**src/hdl/brfc_pkg.sv**
```systemverilog
// Shared types and constants of the memory bridge flow control block.
// Used by the controller, the datapath and the top level.
// Depends on nothing.
`default_nettype none

package brfc_pkg;

	localparam int LIMIT_W   = 5;
	localparam int COUNT_W   = 5;
	localparam int CFG_IDX_W = 1;

	localparam logic [CFG_IDX_W-1:0] REG_REQUEST_LIMIT  = 1'd0;
	localparam logic [CFG_IDX_W-1:0] REG_RESPONSE_LIMIT = 1'd1;

	localparam logic [LIMIT_W-1:0] LIMIT_RESET = 5'd16;

	typedef enum logic [1:0] {
		KIND_REQUEST  = 2'd0,
		KIND_FORWARD  = 2'd1,
		KIND_RESPONSE = 2'd2,
		KIND_REPLY    = 2'd3
	} kind_t;

	typedef enum logic {
		ST_IDLE = 1'b0,
		ST_EXEC = 1'b1
	} ctrl_state_t;

	typedef struct packed {
		logic load;
		logic exec;
	} ctrl_cmd_t;

endpackage

`default_nettype wire

```
**src/hdl/brfc_ram.sv**
```systemverilog
// Generic single-write, single-read RAM with registered read data.
// Depends on nothing.
`default_nettype none

module brfc_ram #(
	parameter int WIDTH = 8,
	parameter int DEPTH = 16
) (
	input  wire logic                     clk,
	input  wire logic                     we,
	input  wire logic [$clog2(DEPTH)-1:0] waddr,
	input  wire logic [WIDTH-1:0]         wdata,
	input  wire logic [$clog2(DEPTH)-1:0] raddr,
	output logic      [WIDTH-1:0]         rdata
);

	logic [WIDTH-1:0] mem_q [DEPTH];

	always_ff @(posedge clk) begin
		if (we) begin
			mem_q[waddr] <= wdata;
		end
		rdata <= mem_q[raddr];
	end

endmodule

`default_nettype wire

```
**src/hdl/brfc_ctrl.sv**
```systemverilog
// Controller of the bridge flow control block: takes a word, runs its execute
// step, then strobes the result. Depends on brfc_pkg.
`default_nettype none

module brfc_ctrl import brfc_pkg::*; (
	input  wire logic clk,
	input  wire logic arst_n,
	input  wire logic start,
	output logic      busy,
	output logic      done,
	output ctrl_cmd_t cmd
);

	ctrl_state_t state_q, state_d;
	logic        done_q;

	always_ff @(posedge clk or negedge arst_n) begin
		if (!arst_n) begin
			state_q <= ST_IDLE;
			done_q  <= 1'b0;
		end else begin
			state_q <= state_d;
			done_q  <= cmd.exec;
		end
	end

	always_comb begin
		state_d  = state_q;
		cmd.load = 1'b0;
		cmd.exec = 1'b0;
		unique case (state_q)
			ST_IDLE: begin
				if (start) begin
					cmd.load = 1'b1;
					state_d  = ST_EXEC;
				end
			end
			ST_EXEC: begin
				cmd.exec = 1'b1;
				state_d  = ST_IDLE;
			end
		endcase
	end

	assign busy = (state_q == ST_EXEC);
	assign done = done_q;

endmodule

`default_nettype wire

```
**src/hdl/brfc_datapath.sv**
```systemverilog
// Datapath of the bridge flow control block: limit registers, both queues
// with their pointers and counts, the reservation count and the retry flag.
// Depends on brfc_pkg and brfc_ram.
`default_nettype none

module brfc_datapath import brfc_pkg::*; #(
	parameter int QUEUE_DEPTH = 16,
	parameter int TAG_BITS    = 8
) (
	input  wire logic                 clk,
	input  wire logic                 arst_n,
	input  wire ctrl_cmd_t            cmd,
	input  wire logic                 cfg_we,
	input  wire logic [CFG_IDX_W-1:0] cfg_idx,
	input  wire logic [LIMIT_W-1:0]   cfg_wdata,
	input  wire logic [1:0]           kind,
	input  wire logic [TAG_BITS-1:0]  tag,
	input  wire logic                 needs_response,
	input  wire logic                 partner_ready,
	output logic                      accepted,
	output logic                      forward_valid,
	output logic [TAG_BITS-1:0]       forward_tag,
	output logic                      reply_valid,
	output logic [TAG_BITS-1:0]       reply_tag,
	output logic                      retry_signal,
	output logic [COUNT_W-1:0]        request_count,
	output logic [COUNT_W-1:0]        reserved_count
);

	localparam int AW = $clog2(QUEUE_DEPTH);
	localparam int CW = $clog2(QUEUE_DEPTH + 1);
	localparam int LW = (CW > LIMIT_W) ? CW : LIMIT_W;
	localparam logic [AW-1:0] LAST_PTR = AW'(QUEUE_DEPTH - 1);
	localparam logic [CW-1:0] FULL_CNT = CW'(QUEUE_DEPTH);
	localparam logic [LW-1:0] DEPTH_X  = LW'(QUEUE_DEPTH);

	// configuration
	logic [LIMIT_W-1:0] req_limit_q, rsp_limit_q;

	// latched word
	kind_t               kind_q;
	logic [TAG_BITS-1:0] tag_q;
	logic                needs_q;
	logic                ready_q;

	// queue state
	logic [AW-1:0] req_head_q, req_tail_q, rsp_head_q, rsp_tail_q;
	logic [CW-1:0] req_occ_q, rsp_occ_q, rsv_q;
	logic          retry_q;

	logic [TAG_BITS-1:0] req_rdata, rsp_rdata;

	// execute decisions
	logic [LW-1:0] req_lim_eff, rsp_lim_eff, req_lim_x, rsp_lim_x;
	logic          req_full, rsv_full;
	logic          push_req, pop_req, push_rsp, pop_rsp;
	logic          retry_set, retry_clr;
	logic [CW-1:0] req_occ_d, rsv_d;
	logic [LW-1:0] req_occ_x, rsv_x;

	always_ff @(posedge clk or negedge arst_n) begin
		if (!arst_n) begin
			req_limit_q <= LIMIT_RESET;
			rsp_limit_q <= LIMIT_RESET;
		end else if (cfg_we) begin
			unique case (cfg_idx)
				REG_REQUEST_LIMIT:  req_limit_q <= cfg_wdata;
				REG_RESPONSE_LIMIT: rsp_limit_q <= cfg_wdata;
			endcase
		end
	end

	always_ff @(posedge clk) begin
		if (cmd.load) begin
			kind_q  <= kind_t'(kind);
			tag_q   <= tag;
			needs_q <= needs_response;
			ready_q <= partner_ready;
		end
	end

	// a limit above the queue depth acts as the depth
	assign req_lim_x   = LW'(req_limit_q);
	assign rsp_lim_x   = LW'(rsp_limit_q);
	assign req_lim_eff = (req_lim_x > DEPTH_X) ? DEPTH_X : req_lim_x;
	assign rsp_lim_eff = (rsp_lim_x > DEPTH_X) ? DEPTH_X : rsp_lim_x;
	assign req_occ_x   = LW'(req_occ_q);
	assign rsv_x       = LW'(rsv_q);
	assign req_full    = (req_occ_x >= req_lim_eff);
	assign rsv_full    = (rsv_x >= rsp_lim_eff);

	always_comb begin
		push_req  = 1'b0;
		pop_req   = 1'b0;
		push_rsp  = 1'b0;
		pop_rsp   = 1'b0;
		retry_set = 1'b0;
		retry_clr = 1'b0;
		unique case (kind_q)
			KIND_REQUEST: begin
				if (!retry_q) begin
					if (req_full || (needs_q && rsv_full)) begin
						retry_set = 1'b1;
					end else begin
						push_req = 1'b1;
					end
				end
			end
			KIND_FORWARD: begin
				if (ready_q && (req_occ_q != '0)) begin
					pop_req   = 1'b1;
					retry_clr = retry_q;
				end
			end
			KIND_RESPONSE: begin
				// drop a response that finds its queue full
				push_rsp = (rsp_occ_q != FULL_CNT);
			end
			KIND_REPLY: begin
				if (ready_q && (rsp_occ_q != '0)) begin
					pop_rsp   = 1'b1;
					retry_clr = retry_q && !req_full;
				end
			end
		endcase
	end

	always_comb begin
		req_occ_d = req_occ_q;
		if (push_req) begin
			req_occ_d = req_occ_q + 1'b1;
		end else if (pop_req) begin
			req_occ_d = req_occ_q - 1'b1;
		end
		rsv_d = rsv_q;
		if (push_req && needs_q) begin
			rsv_d = rsv_q + 1'b1;
		end else if (pop_rsp && (rsv_q != '0)) begin
			rsv_d = rsv_q - 1'b1;
		end
	end

	always_ff @(posedge clk or negedge arst_n) begin
		if (!arst_n) begin
			req_head_q <= '0;
			req_tail_q <= '0;
			rsp_head_q <= '0;
			rsp_tail_q <= '0;
			req_occ_q  <= '0;
			rsp_occ_q  <= '0;
			rsv_q      <= '0;
			retry_q    <= 1'b0;
		end else if (cmd.exec) begin
			req_occ_q <= req_occ_d;
			rsv_q     <= rsv_d;
			if (push_req) begin
				req_tail_q <= (req_tail_q == LAST_PTR) ? '0 : req_tail_q + 1'b1;
			end
			if (pop_req) begin
				req_head_q <= (req_head_q == LAST_PTR) ? '0 : req_head_q + 1'b1;
			end
			if (push_rsp) begin
				rsp_tail_q <= (rsp_tail_q == LAST_PTR) ? '0 : rsp_tail_q + 1'b1;
				rsp_occ_q  <= rsp_occ_q + 1'b1;
			end else if (pop_rsp) begin
				rsp_head_q <= (rsp_head_q == LAST_PTR) ? '0 : rsp_head_q + 1'b1;
				rsp_occ_q  <= rsp_occ_q - 1'b1;
			end
			if (retry_set) begin
				retry_q <= 1'b1;
			end else if (retry_clr) begin
				retry_q <= 1'b0;
			end
		end
	end

	// head entries are read every cycle; the read is ready by the execute cycle
	brfc_ram #(
		.WIDTH (TAG_BITS),
		.DEPTH (QUEUE_DEPTH)
	) u_req_ram (
		.clk   (clk),
		.we    (cmd.exec && push_req),
		.waddr (req_tail_q),
		.wdata (tag_q),
		.raddr (req_head_q),
		.rdata (req_rdata)
	);

	brfc_ram #(
		.WIDTH (TAG_BITS),
		.DEPTH (QUEUE_DEPTH)
	) u_rsp_ram (
		.clk   (clk),
		.we    (cmd.exec && push_rsp),
		.waddr (rsp_tail_q),
		.wdata (tag_q),
		.raddr (rsp_head_q),
		.rdata (rsp_rdata)
	);

	// result word, held until the next execute cycle
	always_ff @(posedge clk or negedge arst_n) begin
		if (!arst_n) begin
			accepted      <= 1'b0;
			forward_valid <= 1'b0;
			forward_tag   <= '0;
			reply_valid   <= 1'b0;
			reply_tag     <= '0;
			retry_signal  <= 1'b0;
			request_count <= '0;
			reserved_count <= '0;
		end else if (cmd.exec) begin
			accepted       <= push_req;
			forward_valid  <= pop_req;
			forward_tag    <= pop_req ? req_rdata : '0;
			reply_valid    <= pop_rsp;
			reply_tag      <= pop_rsp ? rsp_rdata : '0;
			retry_signal   <= retry_clr;
			request_count  <= COUNT_W'(LW'(req_occ_d));
			reserved_count <= COUNT_W'(LW'(rsv_d));
		end
	end

endmodule

`default_nettype wire

```
**src/hdl/bridge_request_response_flow_control_core.sv**
```systemverilog
// Request/response flow control of a memory bridge.
//
// Drive one event word on kind, tag, needs_response and partner_ready with
// start high; the word is taken at the clock edge where start is high and
// busy is low. busy then stays high for one cycle while the event runs,
// and the cycle after that done is high for exactly one cycle with the
// result on accepted, forward_*, reply_*, retry_signal, request_count and
// reserved_count. The result ports hold until the next result.
// A new word can be taken during the done cycle of the previous one; while
// busy is high start is not taken, so each word is through before the next.
// The receiver cannot stall: each result is taken in its done cycle.
// The user must write limits on cfg_we/cfg_idx/cfg_wdata while the block is
// idle; the block itself does not enforce this.
// Reset (arst_n low) empties both queues, clears the reservation count and
// the retry flag and sets both limits to 16. No clearing pass is needed.
`default_nettype none

module bridge_request_response_flow_control_core import brfc_pkg::*; #(
	parameter int QUEUE_DEPTH = 16,
	parameter int TAG_BITS    = 8
) (
	input  wire logic                 clk,
	input  wire logic                 arst_n,
	input  wire logic                 start,
	output logic                      busy,
	output logic                      done,
	input  wire logic                 cfg_we,
	input  wire logic [CFG_IDX_W-1:0] cfg_idx,
	input  wire logic [LIMIT_W-1:0]   cfg_wdata,
	input  wire logic [1:0]           kind,
	input  wire logic [TAG_BITS-1:0]  tag,
	input  wire logic                 needs_response,
	input  wire logic                 partner_ready,
	output logic                      accepted,
	output logic                      forward_valid,
	output logic [TAG_BITS-1:0]       forward_tag,
	output logic                      reply_valid,
	output logic [TAG_BITS-1:0]       reply_tag,
	output logic                      retry_signal,
	output logic [COUNT_W-1:0]        request_count,
	output logic [COUNT_W-1:0]        reserved_count
);

	ctrl_cmd_t cmd;

	brfc_ctrl u_ctrl (
		.clk    (clk),
		.arst_n (arst_n),
		.start  (start),
		.busy   (busy),
		.done   (done),
		.cmd    (cmd)
	);

	brfc_datapath #(
		.QUEUE_DEPTH (QUEUE_DEPTH),
		.TAG_BITS    (TAG_BITS)
	) u_dp (
		.clk            (clk),
		.arst_n         (arst_n),
		.cmd            (cmd),
		.cfg_we         (cfg_we),
		.cfg_idx        (cfg_idx),
		.cfg_wdata      (cfg_wdata),
		.kind           (kind),
		.tag            (tag),
		.needs_response (needs_response),
		.partner_ready  (partner_ready),
		.accepted       (accepted),
		.forward_valid  (forward_valid),
		.forward_tag    (forward_tag),
		.reply_valid    (reply_valid),
		.reply_tag      (reply_tag),
		.retry_signal   (retry_signal),
		.request_count  (request_count),
		.reserved_count (reserved_count)
	);

endmodule

`default_nettype wire

```
**config.mk**
```make
export PLATFORM = sky130hd
export DESIGN_NAME = bridge_request_response_flow_control_core
export DESIGN_NICKNAME = d
export VERILOG_FILES = /design/src/hdl/brfc_pkg.sv /design/src/hdl/brfc_ram.sv /design/src/hdl/brfc_ctrl.sv /design/src/hdl/brfc_datapath.sv /design/src/hdl/bridge_request_response_flow_control_core.sv
export SDC_FILE = /design/constraint.sdc
export NUM_CORES = 1
export LEC_CHECK = 0
export BUFFER_PORTS_ARGS = -buffer_cell sky130_fd_sc_hd__buf_2
export CAP_MARGIN = 5
export CORE_MARGIN = 2
export CORE_UTILIZATION = 55
export CTS_CLUSTER_SIZE = 12
export DETAILED_ROUTE_END_ITERATION = 10
export GPL_TIMING_DRIVEN = 0
export PLACE_DENSITY = 0.77
export SLEW_MARGIN = 20
export SYNTH_ARGS = -nofsm -noshare
export SYNTH_HDL_FRONTEND = slang
export SYNTH_SLANG_ARGS = --single-unit
export TNS_END_PERCENT = 10
```
**constraint.sdc**
```tcl
create_clock -name clk -period 3.4 [get_ports clk]
set_input_delay 0.68 -clock clk [delete_from_list [all_inputs] [get_ports clk]]
set_output_delay 0.68 -clock clk [all_outputs]
set_load 0.01 [all_outputs]
```
After elaboration in Yosys (flattened, before gate mapping)
Memory sizes are Yosys's and may differ from the RTL's. A register that Yosys moved wholly into a read port is not among the register bits.
Cells that the tools add are included.
Word-level totals
  register bits: 76
  bits in writable memories: 256
  output and inout port bits: 32
  logic and storage cells: 115
  memories: 2
Operators by class
  $add $sub $neg: 10
  magnitude comparators: 4
  equality and inequality tests: 8
  mux-type cells: 38
  bitwise gates (word level): 3
  reduce and logical (&&, ||, !) cells: 28
Memory list
  u_dp.u_req_ram.mem_q: depth 16, bits a word 8, rd ports 1, clocked after Yosys merged registers in 1, wr ports 1, line brfc_ram.sv:17  | logic [WIDTH-1:0] mem_q [DEPTH];
  u_dp.u_rsp_ram.mem_q: depth 16, bits a word 8, rd ports 1, clocked after Yosys merged registers in 1, wr ports 1, line brfc_ram.sv:17
Operators by type and width (count)
  5-bit two-way mux: 8
  1-bit two-way mux: 22
  2-bit AND reduction: 9
  4-bit by 1-bit adder with 4-bit output, second input constant: 4
  4-bit equality test, second input constant: 4
  4-bit two-way mux: 4
  8-bit two-way mux: 2
  5-bit by 1-bit adder with 5-bit output, second input constant: 3
  5-bit nonzero test: 3
  5-bit by 1-bit subtractor with 5-bit output, second input constant: 3
  5-bit >= comparator: 2
  5-bit greater-than comparator, second input constant: 2
  1-bit logical AND: 8
  2-bit nonzero test: 4
  5-bit != test, second input constant: 1
  2-bit equality test, second input constant: 2
  1-bit case mux with 2 select lines: 2
  1-bit inverter: 3
  3-bit AND reduction: 1
  2-bit by 1-bit equality test with 1-bit output, second input constant: 1
  2-bit logical NOT: 1
  1-bit logical NOT: 1
  1-bit logical OR: 1

Depth between registers and ports, before layout
  word-level depth: 11
  depth in mapped cells: 15
  mapped depth without buffers: 14

Modules after synthesis
From an unflattened synthesis, not the netlist that was laid out.
Second synthesis, totals
  cell total of the unflattened synthesis: 747
  area, all modules: 13992.2 um^2
Modules (own cells, without submodules)
  brfc_ram: times used 2, cells each 229, area an instance 5147.4 um^2, seq. area each 4003.8 um^2
  brfc_datapath: times used 1, cells each 284, area an instance 3618.5 um^2, seq. area each 1914.3 um^2
  brfc_ctrl: times used 1, cells each 5, area an instance 78.8 um^2, seq. area each 50.0 um^2

Least setup slack after synthesis
OpenSTA, ideal clock, no wires.
  kind: register to register
  from: reg u_dp.req_limit_q[4], in the netlist u_dp.req_lim_x[4]
  to: reg u_dp.request_count[4]
  data arrival time: 3256 ps
  path slack: 17 ps
  stages on the path, launching flop included: 15
  path through: dfstp_2 -> inv_1 -> nand2_1 -> ha_1 -> a21oi_1 -> o21ai_0 -> a31oi_1 -> clkbuf_1 -> nand4_1 -> fa_1 -> a21o_1 -> a21o_1 -> a2111oi_0 -> a31oi_1 -> xnor2_1
Between the ends
  longest elaborated chain between the ends: 9
Ends and longest elaborated chain
  start: declaration: line brfc_datapath.sv:38  | logic [LIMIT_W-1:0] req_limit_q, rsp_limit_q;
  start signal: assignment: line brfc_datapath.sv:67  | REG_REQUEST_LIMIT: req_limit_q <= cfg_wdata;
  5-bit greater-than comparator: line brfc_datapath.sv:85  | assign req_lim_eff = (req_lim_x > DEPTH_X) ? DEPTH_X : req_lim_x;
  5-bit two-way mux *: line brfc_datapath.sv:85
  5-bit >= comparator *: line brfc_datapath.sv:89  | assign req_full = (req_occ_x >= req_lim_eff);
  1-bit logical OR *: line brfc_datapath.sv:102  | if (req_full || (needs_q && rsv_full)) begin
  1-bit two-way mux *: line brfc_datapath.sv:102
  1-bit two-way mux *: line brfc_datapath.sv:101  | if (!retry_q) begin
  1-bit two-way mux *: line brfc_datapath.sv:99  | unique case (kind_q)
  2-bit nonzero test (no line)
  2-bit AND reduction (no line)
  end signal: assignment: line brfc_datapath.sv:220  | request_count <= COUNT_W'(LW'(req_occ_d));
  end: declaration: line brfc_datapath.sv:26  | output logic [COUNT_W-1:0] request_count,
Mark *: on every way between the ends. The rest lies on a longest branch, timed or not.
A chain may end at the register's enable or synchronous reset.

Worst setup path after layout
Same ends and word-level chain as after synthesis.

==> qor.csv <==
metric,value,unit
critPathKind,reg2reg,
dp_hpwl,19400,um
fin_crit,3.24,ns
antenna_found_initial,1,
drive_gt1_share,22.2,%
dr.pass1.iters,5,
async_flop_share,18.4,%
rsz0062_at_grt,no,
synthTopCellsByCount,"edfxtp_1 (268), dfrtp_1 (62), mux2i_1 (50)",
synth_edf_count,268,
synth_cells,845,
clkLatencyLatePin,0.52,ns
p_leak,0.00601,uW
max_slew_margin,40.1,%
synthFlopType,edfxtp_1,
synth_cell_types,53,
drc,0,
row_count,58,
hold_class,in2async,
grtUsageTotal,22.6,%
io_pins,54,
wl_per_cell,22.7,um
yosysTopAreaCell,edfxtp_1,
cts_sinks,348,
synth_area,14100,um2
cap_violations,0,
syn_avg_cell_area,16.7,um2
die_w,164,um
reg2reg_depth,15,
area_delta_synth_final,15.2,%
cts_hold_buf,0,
post-route-util,64.3,%
root_buffer,clkbuf_16,
synth_warnings,0,
powerDensity,762,nW/um2
start_kind,register,
hold_violations,0,
ir_drop,0.544,mV
die_area,26900,um2
setup_slack,0.158,ns
cts_tree,built,
syn-num-nets,900,
clkTransAtPathRegs,0.06,ns
synth_top_area_share,57.2,%
status,finished clean,
grt_max_degree,48,
htree_levels,2,
critical_path_peak_fanout,5,
wirelength,29700,um
max_clock_freq,308,MHz
place_ws,-0.801,ns
clockBufferDepth,3,
numCtsBuffers,37,
arrival,3.64,ns
maxSlewViolCount,0,
die_h,164,um
ys_top_cells_by_area,"edfxtp_1 (57%), dfrtp_1 (11%), mux4_2 (5.1%), mux2i_1 (3.6%), ha_1 (2.7%)",
coreArea,25200,um2
setup_violations,0,
vias,7821,
fillCellCount,1727,
period_share,95.4,%
start_util,55.9,%
synth.most_common_cell,edfxtp_1,
grt_overflow,0,
nNetsFinal,1004,
tightest_slew,0.897,ns
viasPerCell,5.98,
endpoint_kind,register,
gp_congestion,0.840,
antenna_left,0,
dr.first_iter.drc_count,632,
io_buffer_count,53,
ys_seq_elements,348,
fin_skew,0.0199,ns
ys_seq_area_share,70.9,%
cp_data_required_time,3.80,ns
grt_pass1_wl,45200,um
first_global_vias,7909,
cell families after synthesis:
family                   after synthesis  share of synthesized area (%)
flip-flops                           348                           70.9
XOR/XNOR                              16                          0.996
adder cells (fa/ha/maj)               33                           3.09
AO/OA/AOI/OAI                        154                           7.34
buffers and inverters                 56                           1.69
AND/OR/NAND/NOR                      120                           4.39
multiplexers                         118                           11.6
critical path: stages, from the launching register on:
cell and delay, ns:
dfstp_2 0.52, inv_1 0.08, nand2_1 0.08, ha_1 0.26, a21oi_2 0.16, o21ai_2 0.09, a31oi_4 0.20, clkbuf_8 0.16
nand4_1 0.07, buf_4 0.18, fa_2 0.36, a21o_1 0.17, a21o_1 0.20, a2111oi_4 0.33, a31oi_1 0.10, xnor2_1 0.16
through the flow:
step                      setup TNS [ns]  instance area [um2]  std cells  power, uW  hold slack, ns
after floorplan                        0                14100        845       7510           0.384
after detailed placement           -3.10                14800       1230       8440           0.438
after global placement             -1.61                14700       1228       8310           0.431
final                                  0                16200       1308      12300          0.0301
after CTS                              0                16000       1300      12300          0.0301
after global routing                   0                16200       1308      12900          0.0301
routing by layer:
metal | part of all wire (%) | track usage, % | wire length [um] | vias to the layer above
met2 | 52 | 38.9 | 15300 | 259
met1 | 41 | 30.0 | 12100 | 3998
met5 | 0 | 0 | 0 | -
met3 | 5.4 | 3.84 | 1620 | 58
met4 | 2.3 | 6.42 | 685 | 0
li1 | - | - | - | 3506
worst paths after layout:
path	from	end	slack, ns
setup / recovery	u_dp.req_lim_x[4]$_DFFE_PN1P_	u_dp.request_count[4]$_DFFE_PN0P_	0.16
hold / removal	arst_n	u_dp.request_count[0]$_DFFE_PN0P_	0.03
setup reg to reg	u_dp.req_lim_x[4]$_DFFE_PN1P_	u_dp.request_count[4]$_DFFE_PN0P_	0.16
hold reg to reg	u_dp.u_req_ram.rdata[6]$_DFF_P_	u_dp.forward_tag[6]$_DFFE_PN0P_	0.45
max in group asynchronous	arst_n	u_dp.rsp_lim_x[4]$_DFFE_PN1P_	2.80
min in group clk	partner_ready	u_dp.ready_q$_DFFE_PP_	0.33
layout by cell type (no fill, tap or decap), types with 17 or more instances in the layout:
cell type | Yosys | final
a21oi_1 | 31 | 30
a22o_1 | 17 | 17
a22oi_1 | 17 | 17
buf_2 | 13 | 65
clkbuf_1 | 17 | 32
clkbuf_16 | 0 | 39
dfrtp_1 | 62 | 62
edfxtp_1 | 268 | 268
ha_1 | 30 | 30
mux2_2 | 29 | 29
mux2i_1 | 50 | 50
mux4_2 | 32 | 32
nand2_1 | 41 | 41
o21ai_0 | 42 | 41
power breakdown:
group          total, uW  switching [uW]  internal (uW)
registers           5290             336           4950
logic               3270            1810           1460
clock network       3790            1540           2250
total              12300            3680           8670
final cells by class:
class	instances	area (um2)	share of cell area, %
Antenna cell	1	2.50	0.0154
Buffer	40	188	1.16
Clock buffer	58	1080	6.65
Clock inverter	9	68.8	0.425
Inverter	16	60.1	0.371
Multi-Input combinational cell	441	3950	24.4
Sequential cell	348	9970	61.5
Tap cell	330	413	2.55
Timing Repair Buffer	65	475	2.93
registers in the layout (all words and copies together) (netlist names), 2 cells and up:
signal                flops
u_dp.rsv_q                5
u_dp.u_req_ram.mem_q    128
u_dp.u_rsp_ram.rdata      8
u_dp.req_head_q           4
u_dp.kind_q               2
u_dp.rsp_occ_q            5
u_dp.request_count        5
u_dp.req_tail_q           4
u_dp.rsp_tail_q           4
u_dp.req_lim_x            5
u_dp.u_req_ram.rdata      8
u_dp.u_rsp_ram.mem_q    128
u_dp.reply_tag            8
u_dp.tag_q                8
u_dp.rsp_lim_x            5
u_dp.forward_tag          8
u_dp.rsp_head_q           4
what timing repair did:
item / 4_1_cts / 5_1_grt
setup buffers: 3 / 0
gates resized for setup: 7 / 7
pin swaps: 2 / 2
setup endpoints to repair: 14 / 2
Power figures use the tool's default switching activity.
